==> config.mk <==
export PLATFORM = sky130hd
export DESIGN_NAME = scalar_kalman_filter_unit
export DESIGN_NICKNAME = d
export VERILOG_FILES = /design/src/hw/rtl/skf_pkg.sv /design/src/hw/rtl/scalar_kalman_filter_unit.sv
export SDC_FILE = /design/constraint.sdc
export NUM_CORES = 2
export LEC_CHECK = 0
export ABC_AREA = 0
export ABC_CLOCK_PERIOD_IN_PS = 9600
export BUFFER_PORTS_ARGS = -buffer_cell sky130_fd_sc_hd__buf_2
export CORE_UTILIZATION = 65
export CTS_BUF_LIST = sky130_fd_sc_hd__clkbuf_8
export CTS_CLUSTER_SIZE = 16
export DETAILED_ROUTE_END_ITERATION = 6
export PLACE_DENSITY_LB_ADDON = 0.25
export SLEW_MARGIN = 20
export SYNTH_ARGS = -nofsm -noshare
export SYNTH_HDL_FRONTEND = slang
export SYNTH_SLANG_ARGS = --single-unit
==> constraint.sdc <==
create_clock -name i_clk -period 9.6 [get_ports i_clk]
set_input_delay 0.48 -clock i_clk [delete_from_list [all_inputs] [get_ports i_clk]]
set_output_delay 0.48 -clock i_clk [all_outputs]
set_load 0.02 [all_outputs]
==> src/hw/rtl/skf_pkg.sv <==
// shared constants and types for the scalar kalman filter unit
package skf_pkg;

    localparam int CHANNELS   = 4;
    localparam int CH_IDX_W   = $clog2(CHANNELS);
    localparam int CHAN_W     = 2;
    localparam int SAMPLE_W   = 16;
    localparam int VALUE_W    = 32;
    localparam int GAIN_W     = 17;
    localparam int FRAC_W     = 16;
    localparam int DIV_STEPS  = GAIN_W;
    localparam int CNT_W      = $clog2(DIV_STEPS);
    localparam int MUL_A_W    = VALUE_W + 1;
    localparam int MUL_B_W    = GAIN_W + 1;
    localparam int PROD_W     = MUL_A_W + MUL_B_W;
    localparam int CFG_IDX_W  = 8;
    localparam int S_TDATA_W  = 16;
    localparam int M_TDATA_W  = 56;

    localparam logic [VALUE_W-1:0]   PROCESS_NOISE_RST     = 32'd1311;
    localparam logic [VALUE_W-1:0]   MEASUREMENT_NOISE_RST = 32'd458752;
    localparam logic [GAIN_W-1:0]    GAIN_ONE              = 17'd65536;

    localparam logic [CFG_IDX_W-1:0] REG_PROCESS_NOISE     = 8'd0;
    localparam logic [CFG_IDX_W-1:0] REG_MEASUREMENT_NOISE = 8'd1;

    typedef enum logic [7:0] {
        ST_IDLE    = 8'b0000_0001,
        ST_LOAD    = 8'b0000_0010,
        ST_DIV     = 8'b0000_0100,
        ST_MUL_EST = 8'b0000_1000,
        ST_UPD_EST = 8'b0001_0000,
        ST_MUL_COV = 8'b0010_0000,
        ST_UPD_COV = 8'b0100_0000,
        ST_DONE    = 8'b1000_0000
    } t_state;

endpackage

==> src/hw/rtl/scalar_kalman_filter_unit.sv <==
// scalar kalman filter unit: per-channel estimate and covariance update
// steps: load, 17 divide steps through one restoring subtractor, two passes
// through one multiplier, then the result moves to the output register
// a new transaction is accepted only in idle, after the last one has finished all steps
// the next input is taken while a finished result waits on the output register
// reset: synchronous active low; estimates and covariances cleared to zero,
// noise registers to their defaults
module scalar_kalman_filter_unit
    import skf_pkg::*;
(
    input  logic                  i_clk,
    input  logic                  i_rst_n,
    input  logic                  i_cfg_valid,
    output logic                  o_cfg_ready,
    input  logic [CFG_IDX_W-1:0]  i_cfg_index,
    input  logic [VALUE_W-1:0]    i_cfg_data,
    input  logic                  s_tvalid,
    output logic                  s_tready,
    input  logic [S_TDATA_W-1:0]  s_tdata,   // sample[15:0]
    input  logic [CHAN_W-1:0]     s_tuser,   // channel[1:0]
    output logic                  m_tvalid,
    input  logic                  m_tready,
    output logic [M_TDATA_W-1:0]  m_tdata,   // estimate[31:0], gain[48:32], zero pad
    output logic [CHAN_W-1:0]     m_tuser    // channel_out[1:0]
);

    t_state                      r_state, n_state;
    logic [CHAN_W-1:0]           r_ch, n_ch;
    logic signed [SAMPLE_W-1:0]  r_sample, n_sample;
    logic [VALUE_W-1:0]          r_pmid, n_pmid;
    logic [VALUE_W:0]            r_den, n_den;
    logic [VALUE_W+1:0]          r_rem, n_rem;
    logic [GAIN_W-1:0]           r_quo, n_quo;
    logic [CNT_W-1:0]            r_cnt, n_cnt;
    logic signed [VALUE_W-1:0]   r_est_old;
    logic signed [PROD_W-1:0]    r_prod, n_prod;
    logic [GAIN_W-1:0]           r_gain, n_gain;
    logic signed [VALUE_W-1:0]   r_est_new, n_est_new;

    logic                        r_m_valid, n_m_valid;
    logic [CHAN_W-1:0]           r_m_ch, n_m_ch;
    logic [VALUE_W-1:0]          r_m_est, n_m_est;
    logic [GAIN_W-1:0]           r_m_gain, n_m_gain;

    logic [VALUE_W-1:0]          r_q, r_r;
    logic signed [VALUE_W-1:0]   r_est_mem [CHANNELS];
    logic [VALUE_W-1:0]          r_cov_mem [CHANNELS];

    logic [CH_IDX_W-1:0]         ch_idx;
    logic                        ch_ok;
    logic [VALUE_W:0]            p_sum;
    logic [VALUE_W-1:0]          p_mid;
    logic [VALUE_W+1:0]          rem_sh, rem_sub;
    logic                        rem_ge;
    logic signed [MUL_A_W-1:0]   mul_a;
    logic signed [MUL_B_W-1:0]   mul_b;
    logic signed [PROD_W-1:0]    mul_p;
    logic signed [VALUE_W:0]     diff;
    logic signed [PROD_W-1:0]    rnd;
    logic [GAIN_W-1:0]           one_minus;
    logic                        est_we, cov_we;

    assign ch_idx   = r_ch[CH_IDX_W-1:0];
    assign ch_ok    = int'(r_ch) < CHANNELS;
    assign p_sum    = {1'b0, r_cov_mem[ch_idx]} + {1'b0, r_q};
    assign p_mid    = p_sum[VALUE_W] ? '1 : p_sum[VALUE_W-1:0];
    assign rem_sh   = (r_cnt == '0) ? r_rem : {r_rem[VALUE_W:0], 1'b0};
    assign rem_ge   = rem_sh >= {1'b0, r_den};
    assign rem_sub  = rem_sh - {1'b0, r_den};
    assign diff     = {r_sample[SAMPLE_W-1], r_sample, {FRAC_W{1'b0}}}
                    - {r_est_old[VALUE_W-1], r_est_old};
    assign one_minus = GAIN_ONE - r_gain;
    assign mul_p    = mul_a * mul_b;
    assign rnd      = r_prod + PROD_W'(32768);

    always_comb begin
        if (r_state == ST_MUL_COV) begin
            mul_a = {1'b0, r_pmid};
            mul_b = {1'b0, one_minus};
        end else begin
            mul_a = diff;
            mul_b = {1'b0, r_gain};
        end
    end

    always_comb begin
        n_state   = r_state;
        n_ch      = r_ch;
        n_sample  = r_sample;
        n_pmid    = r_pmid;
        n_den     = r_den;
        n_rem     = r_rem;
        n_quo     = r_quo;
        n_cnt     = r_cnt;
        n_prod    = r_prod;
        n_gain    = r_gain;
        n_est_new = r_est_new;
        n_m_valid = r_m_valid;
        n_m_ch    = r_m_ch;
        n_m_est   = r_m_est;
        n_m_gain  = r_m_gain;
        est_we    = 1'b0;
        cov_we    = 1'b0;

        if (r_m_valid && m_tready) begin
            n_m_valid = 1'b0;
        end

        unique case (r_state)
            ST_IDLE: begin
                if (s_tvalid) begin
                    n_ch     = s_tuser;
                    n_sample = s_tdata;
                    n_state  = ST_LOAD;
                end
            end
            ST_LOAD: begin
                n_pmid    = p_mid;
                n_den     = {1'b0, p_mid} + {1'b0, r_r};
                n_rem     = {2'b00, p_mid};
                n_quo     = '0;
                n_cnt     = '0;
                if (ch_ok) begin
                    n_state = ST_DIV;
                end else begin
                    n_gain    = '0;
                    n_est_new = '0;
                    n_state   = ST_DONE;
                end
            end
            ST_DIV: begin
                n_rem = rem_ge ? rem_sub : rem_sh;
                n_quo = {r_quo[GAIN_W-2:0], rem_ge};
                n_cnt = r_cnt + 1'b1;
                if (r_cnt == CNT_W'(DIV_STEPS - 1)) begin
                    n_gain  = (r_den == '0) ? '0 : {r_quo[GAIN_W-2:0], rem_ge};
                    n_state = ST_MUL_EST;
                end
            end
            ST_MUL_EST: begin
                n_prod  = mul_p;
                n_state = ST_UPD_EST;
            end
            ST_UPD_EST: begin
                n_est_new = r_est_old + rnd[FRAC_W+VALUE_W-1:FRAC_W];
                est_we    = 1'b1;
                n_state   = ST_MUL_COV;
            end
            ST_MUL_COV: begin
                n_prod  = mul_p;
                n_state = ST_UPD_COV;
            end
            ST_UPD_COV: begin
                cov_we  = 1'b1;
                n_state = ST_DONE;
            end
            ST_DONE: begin
                if (!r_m_valid || m_tready) begin
                    n_m_valid = 1'b1;
                    n_m_ch    = r_ch;
                    n_m_est   = r_est_new;
                    n_m_gain  = r_gain;
                    n_state   = ST_IDLE;
                end
            end
            default: begin
                n_state = ST_IDLE;
            end
        endcase
    end

    always_ff @(posedge i_clk) begin
        if (!i_rst_n) begin
            r_state   <= ST_IDLE;
            r_m_valid <= 1'b0;
        end else begin
            r_state   <= n_state;
            r_m_valid <= n_m_valid;
        end
    end

    always_ff @(posedge i_clk) begin
        r_ch      <= n_ch;
        r_sample  <= n_sample;
        r_pmid    <= n_pmid;
        r_den     <= n_den;
        r_rem     <= n_rem;
        r_quo     <= n_quo;
        r_cnt     <= n_cnt;
        if (r_state == ST_LOAD) begin
            r_est_old <= r_est_mem[ch_idx];
        end
        r_prod    <= n_prod;
        r_gain    <= n_gain;
        r_est_new <= n_est_new;
        r_m_ch    <= n_m_ch;
        r_m_est   <= n_m_est;
        r_m_gain  <= n_m_gain;
    end

    always_ff @(posedge i_clk) begin
        if (!i_rst_n) begin
            r_q <= PROCESS_NOISE_RST;
            r_r <= MEASUREMENT_NOISE_RST;
        end else if (i_cfg_valid) begin
            if (i_cfg_index == REG_PROCESS_NOISE) begin
                r_q <= i_cfg_data;
            end
            if (i_cfg_index == REG_MEASUREMENT_NOISE) begin
                r_r <= i_cfg_data;
            end
        end
    end

    always_ff @(posedge i_clk) begin
        if (!i_rst_n) begin
            for (int i = 0; i < CHANNELS; i++) begin
                r_est_mem[i] <= '0;
                r_cov_mem[i] <= '0;
            end
        end else begin
            if (est_we) begin
                r_est_mem[ch_idx] <= n_est_new;
            end
            if (cov_we) begin
                r_cov_mem[ch_idx] <= r_prod[FRAC_W+VALUE_W-1:FRAC_W];
            end
        end
    end

    assign o_cfg_ready = 1'b1;
    assign s_tready    = (r_state == ST_IDLE);
    assign m_tvalid    = r_m_valid;
    assign m_tuser     = r_m_ch;
    assign m_tdata     = {{(M_TDATA_W-VALUE_W-GAIN_W){1'b0}}, r_m_gain, r_m_est};

    a_accept_load: assert property (@(posedge i_clk) disable iff (!i_rst_n)
        (s_tvalid && s_tready) |=> (r_state == ST_LOAD))
        else $error("accepted transaction did not start a load");

    a_gain_range: assert property (@(posedge i_clk) disable iff (!i_rst_n)
        r_m_valid |-> (r_m_gain <= GAIN_ONE))
        else $error("gain above one");

    a_div_count: assert property (@(posedge i_clk) disable iff (!i_rst_n)
        (r_state == ST_DIV) |-> (r_cnt < CNT_W'(DIV_STEPS)))
        else $error("divider step count out of range");

    a_rem_bound: assert property (@(posedge i_clk) disable iff (!i_rst_n)
        (r_state == ST_DIV && r_cnt != '0) |-> (r_rem <= {1'b0, r_den}))
        else $error("divider remainder exceeds denominator");

endmodule

Word-level counts from Yosys, hierarchy flattened
Memories as Yosys holds them, arrays and structs flattened. A register that Yosys moved wholly into a read port is not among the register bits.
Index checks and enable logic that the tools add are counted.
{"block": "word_totals", "mem_count": 2, "romBits": 0, "mem_bits_rw": 256, "in_bits": 63, "elab_cells": 90, "regBits": 359, "latchBits": 0}
{"name": "r_cov_mem", "depth": 4, "width": 32, "read_ports": 1, "rd_ports_with_merged_regs": 1, "wr": 4, "line_no": "scalar_kalman_filter_unit.sv:47", "rtl": "logic [VALUE_W-1:0] r_cov_mem [CHANNELS];"}
{"name": "r_est_mem", "depth": 4, "width": 32, "read_ports": 1, "rd_ports_with_merged_regs": 1, "wr": 4, "line_no": "scalar_kalman_filter_unit.sv:46", "rtl": "logic signed [VALUE_W-1:0] r_est_mem [CHANNELS];"}
{"block": "op_classes", "bitwise_logic": 0, "add_sub_neg": 8, "mul": 1, "magnitude_cmp": 1, "n_div": 0, "n_shift": 0, "eq_ne": 13, "reduce_logical": 16, "muxes": 32}
{"cell": "$mux 32", "n": 4}
{"cell": "$mux 34", "n": 2}
{"cell": "$pmux 34 s2", "n": 1}
{"cell": "$add 32x32->33", "n": 2}
{"cell": "$pmux 8 s8", "n": 1}
{"cell": "$reduce_or 32->1", "n": 2}
{"cell": "$add 48x17->48 const B", "n": 1}
{"cell": "$mul 33x18->48", "n": 1}
{"cell": "$ge 34x33->1", "n": 1}
{"cell": "$sub 34x33->34", "n": 1}
{"cell": "$logic_not 33->1", "n": 1}
{"cell": "$mux 33", "n": 1}
{"cell": "$sub 32x32->33", "n": 1}
{"cell": "$add 32x32->32", "n": 1}
{"cell": "$pmux 16 s2", "n": 1}
{"cell": "$mux 8", "n": 3}
{"cell": "$mux 17", "n": 1}
{"cell": "$sub 17x17->17 const A", "n": 1}
{"cell": "$eq 8x1->1 const B", "n": 2}
{"cell": "$mux 1", "n": 14}
{"cell": "$pmux 5 s2", "n": 1}
{"cell": "$reduce_and 2->1", "n": 5}
{"cell": "$eq 8x2->1 const B", "n": 1}
{"cell": "$eq 8x3->1 const B", "n": 1}
{"cell": "17 further kinds", "n": 21}

Longest topological paths before layout
{"block": "depth", "ltp_word": 7, "ltp_mapped": 35, "ltp_nobuf": 34}

Worst setup path after synthesis
No wires, ideal clock.
{"block": "synth_timing", "path_type": "reg2reg", "from": "reg r_est_old[1] (read register of r_est_mem)", "to": "reg r_prod[46] (data pin)", "path_stages_with_launch": 32, "setup_ns": 0.258, "path_buffers": 1, "required_ns": 9.342, "arrival_time_ns": 7.618, "setup_slack_ns": 1.725, "cell_sequence": "edfxtp_1 inv_1 ha_1 nand3b_1 nor4_1 nor4bb_1 xor2_1 a21oi_1 clkbuf_1 nand2_1 fa_1 inv_1 fa_1 inv_1 fa_1 inv_1 fa_1 fa_1 inv_1 fa_1 inv_1 ha_1 nand4_1 nor2_1 o2111ai_1 a21boi_1 a31oi_2 o31ai_2 and2b_1 a31o_2 a21oi_1 xnor2_1"}
{"block": "synth_via", "elab_chain_cells": 3}
{"item": "from (decl)", "line_no": "scalar_kalman_filter_unit.sv:35", "rtl": "logic signed [VALUE_W-1:0] r_est_old;"}
{"item": "$sub 32x32->33", "line_no": "scalar_kalman_filter_unit.sv:71", "rtl": "- {r_est_old[VALUE_W-1], r_est_old};"}
{"item": "$mux 33", "line_no": "scalar_kalman_filter_unit.sv:77", "rtl": "if (r_state == ST_MUL_COV) begin"}
{"item": "$mul 33x18->48", "line_no": "scalar_kalman_filter_unit.sv:73", "rtl": "assign mul_p = mul_a * mul_b;"}
{"item": "via mul_p[46]", "line_no": "scalar_kalman_filter_unit.sv:57", "rtl": "logic signed [PROD_W-1:0] mul_p;"}
{"item": "to (signal assigned)", "line_no": "scalar_kalman_filter_unit.sv:193", "rtl": "r_prod <= n_prod;"}
{"item": "to (decl)", "line_no": "scalar_kalman_filter_unit.sv:36", "rtl": "logic signed [PROD_W-1:0] r_prod, n_prod;"}
The timed path passes the listed nets, and every way through them passes these cells.
A chain may end at the register's enable or synchronous reset.

Worst setup path after layout
{"block": "layout_timing", "from": "reg r_est_old[1] (read register of r_est_mem)", "to": "reg r_prod[42] (data pin)"}
Same word-level chain as after synthesis.

==> out/results.tsv <==
stage	metric	value	unit
detailed_routing	wl_per_cell	22.6	um
detailed_routing	first_pass_iters	6	
setup_path	cp-end-kind	flip-flop	
place	port_buffers	115	
die	die_area	0.0796	mm2
setup_path	cp_num_buf_inv	5	
place	gp_congestion	1.03	
setup_path	crit_start	r_est_old[1]	
global_route	grt_pass1_wl	220	mm
global_route	antenna_found_initial	3	
flow_run	maxCapViolCount	0	
global_route	grt_overflow	0	
timing	drv_slew	0	
timing	setup_viol	0	
detailed_routing	drtAntennaViolNets	0	
detailed_routing	drt_iter0_markers	4021	
setup_path	reg2reg_slack	0.58	ns
logic_synthesis	ys_async_sr_fraction	0	%
timing	final.min_clock_period	9.02	ns
clocking	cts_buffers	100	
timing	fin_worst_skew	0.0461	ns
status	status	completed	
worst_hold_path	min_path_type	input port to flip-flop	
detailed_routing	vias	37900	
timing	hold_viol_final	0	
logic_synthesis	synth_ff_type	edfxtp_1	
setup_path	crit_family	adder cells	
timing	relSlewSlack	15.3	%
detailed_routing	wl_met2	65.2	mm
timing	tns	0	ns
timing	rsz0062_at_grt	false	
setup_path	rr_startpoint	r_est_old[1]	
global_route	grt_util_all_layers	37.0	%
cells_and_area	fin_cells	6303	
clocking	holdBufCountCts	32	
logic_synthesis	synth.yosys.warnings	0	
logic_synthesis	yosysSeqAreaShare	35.2	%
setup_path	worstSetupPathDepth	31	
cells_and_area	area_growth	8.55	%
clocking	path_clk_slew	0.07	ns
place	hpwl	109	mm
setup_path	critical_path_class	flip-flop to flip-flop	
global_route	grt_max_degree	71	
timing	fmax	111	MHz
logic_synthesis	synth.cell_area	0.0510	mm2
die	rows	102	
detailed_routing	wl	142	mm
cells_and_area	nFillCells	5665	
logic_synthesis	syn_area_per_cell	10.2	um2
die	fp.coreArea	0.0775	mm2
setup_path	r2r_cells	31	
place	dp_cells	6087	
die	ios	124	
cells_and_area	drive_above_1_share	10.4	%
clocking	worstSkewPairLatency	0.75	ns
logic_synthesis	synth_cell_types	103	
setup_path	start_kind	flip-flop	
setup_path	critical_path.endpoint	r_prod[42]	
logic_synthesis	netlist_instances	5014	
cells_and_area	multi_input_area	0.0294	mm2
clocking	cts_resized	0	
cells_and_area	ff_latch_area	0.0180	mm2
clocking	tritoncts	done	
detailed_routing	via_per_inst	6.02	
clocking	cts.sinks	634	
clocking	cts_max_level	3	
setup_path	slowest_stage	nor2_1	
die	fp.dieW	282	um
clocking	clock-root-buffer	clkbuf_8	
die	fp.dieH	282	um
setup_path	reg2reg_to	r_prod[42]	
detailed_routing	wl_met1	54.3	mm
cells_and_area	nNetsFinal	6019	
global_route	grt_pass1_vias	37800	
detailed_routing	drc_errors	0	
setup_path	path_max_fanout	7	
logic_synthesis	synth-edff-count	527	
setup_path	arrival	9.50	ns
die	initial_core_util	65.8	%
setup_path	cp_slowest_stage_delay	0.76	ns
timing	period_share	94.0	%
setup_path	crit_top_cell	fa_1	
clocking	postCtsSetupBuffers	0	
clocking	cts_buffer_depth	3	
detailed_routing	wl_met3	15.0	mm
detailed_routing	highest_layer	met5	
logic_synthesis	synth-seq-cells	634	
timing	worstMarginPinSlew	1.26	ns
setup_path	crit_required	10.08	ns
## stage by stage
| stage | hold WS (ns) | cell area (um2) | utilization, % | setup slack (ns) |
|---|---|---|---|---|
| floorplan | 0.408 | 51000 | - | 1.72 |
| global placement | 0.413 | 53000 | 68.4 | 0.677 |
| detailed placement | 0.414 | 53000 | 68.4 | 0.810 |
| CTS | 0.000983 | 55300 | 71.4 | 0.719 |
| global route | 0.0222 | 55300 | 71.4 | 0.169 |
| finish | 0.0354 | 55300 | 71.4 | 0.577 |
## worst register-to-register path, delay by kind of cell (launching register included)
family,cells,cell delay (ns)
adders and majority gates,8,3.69
buffers and inverters,5,0.34
and+or+nand+nor,6,1.84
DFF,1,0.46
xor gates and xnor gates,2,0.27
AOI/OAI and AO/OA,10,2.18
## sequential cells by signal, indices dropped and copies added (netlist names), 33 cells and up, named ones only
name / flops
r_rem: 34
r_prod: 33
r_est_mem: 128
r_cov_mem: 128
r_den: 33
## how the worst min path moves through the flow
stage               slack [ns]          end  cells past startpoint            from
floorplan                 0.41   r_m_est[0]                      0    r_est_new[0]
global route              0.02      r_r[14]                      3  i_cfg_data[14]
global placement          0.41   r_m_est[0]                      0    r_est_new[0]
CTS                      0.001      r_r[14]                      3  i_cfg_data[14]
finish                    0.04      r_r[14]                      3  i_cfg_data[14]
detailed placement        0.41  r_m_est[23]                      0   r_est_new[23]
## cell families (layout without fill, tap and decap cells)
kind of cell             Yosys count  in the layout  share of synthesized area (%)
AND/OR/NAND/NOR                 1618           1618                           14.4
buffers and inverters            966           1207                           7.31
adder cells (fa/ha/maj)          775            775                           26.6
AO/OA/AOI/OAI                    666            666                           8.36
flip-flops                       634            634                           35.2
XOR/XNOR                         244            244                           4.22
multiplexers                     109            109                           3.80
other                              2             10                         0.0147
## routing by layer
metal / vias up / track usage (%)
met5: - / 0
met4: 2 / 17.7
met3: 445 / 8.33
met2: 2081 / 57.5
met1: 18600 / 49.7
li1: 16800 / -
## synthesized netlist by cell type, types with 10 or more instances
cell	n	area, um2
o21ai_0	125	626
edfxtp_1	527	15800
and2_1	93	582
nand2b_1	44	275
nand3b_1	10	75.1
a21oi_1	232	1160
o31ai_1	10	75.1
a2bb2oi_1	14	123
ha_1	260	3250
or3_1	15	93.8
xor2_1	86	753
nand4_1	21	131
and3_1	80	500
nand3_1	53	265
mux2_2	35	394
dfxtp_1	107	2140
a21o_1	58	435
o21bai_1	22	165
o21a_1	51	383
fa_1	515	10300
o21ai_1	16	80.1
nor4_1	21	131
clkbuf_1	141	529
mux4_2	64	1440
nor2b_1	62	388
a31oi_1	18	113
buf_2	36	180
xnor2_1	156	1370
nor3_1	49	245
or2_2	11	68.8
nor2_1	502	1880
a211oi_1	12	90.1
inv_1	764	2870
nand2_1	614	2300
buf_1	12	45.0
## layout by cell type, fill, tap and decap left out, drive strengths merged, types with 10 or more instances in the layout
cell / n
ha: 260
a31oi: 20
o21a: 51
a21o: 58
or3: 16
xnor2: 158
o21ai: 141
clkinv: 35
nor4: 23
mux2: 35
o21bai: 22
o31ai: 12
nand4: 22
or2: 15
nand3: 53
nor3: 51
and2: 93
a211oi: 14
dlygate4sd3: 32
mux4: 64
nand2: 614
nor2: 503
inv: 797
mux2i: 10
dfxtp: 107
edfxtp: 527
fa: 515
a21boi: 12
xor2: 86
clkbuf: 109
nor2b: 62
nand3b: 10
a2bb2oi: 15
a21oi: 241
and3: 80
nand2b: 44
buf: 228
## final cells by class
class / count / area share (%)
clock buffers: 109 / 2.71
well taps: 1040 / 2.35
repair buffers: 260 / 3.17
inverters: 765 / 5.19
multi-input cells: 3420 / 53.1
diodes: 2 / 0.00904
clock inverters: 73 / 0.956
flip-flops and latches: 634 / 32.5
Power is not shown: default switching activity piles up to over one toggle a cycle in this logic, so the estimate is an artifact.
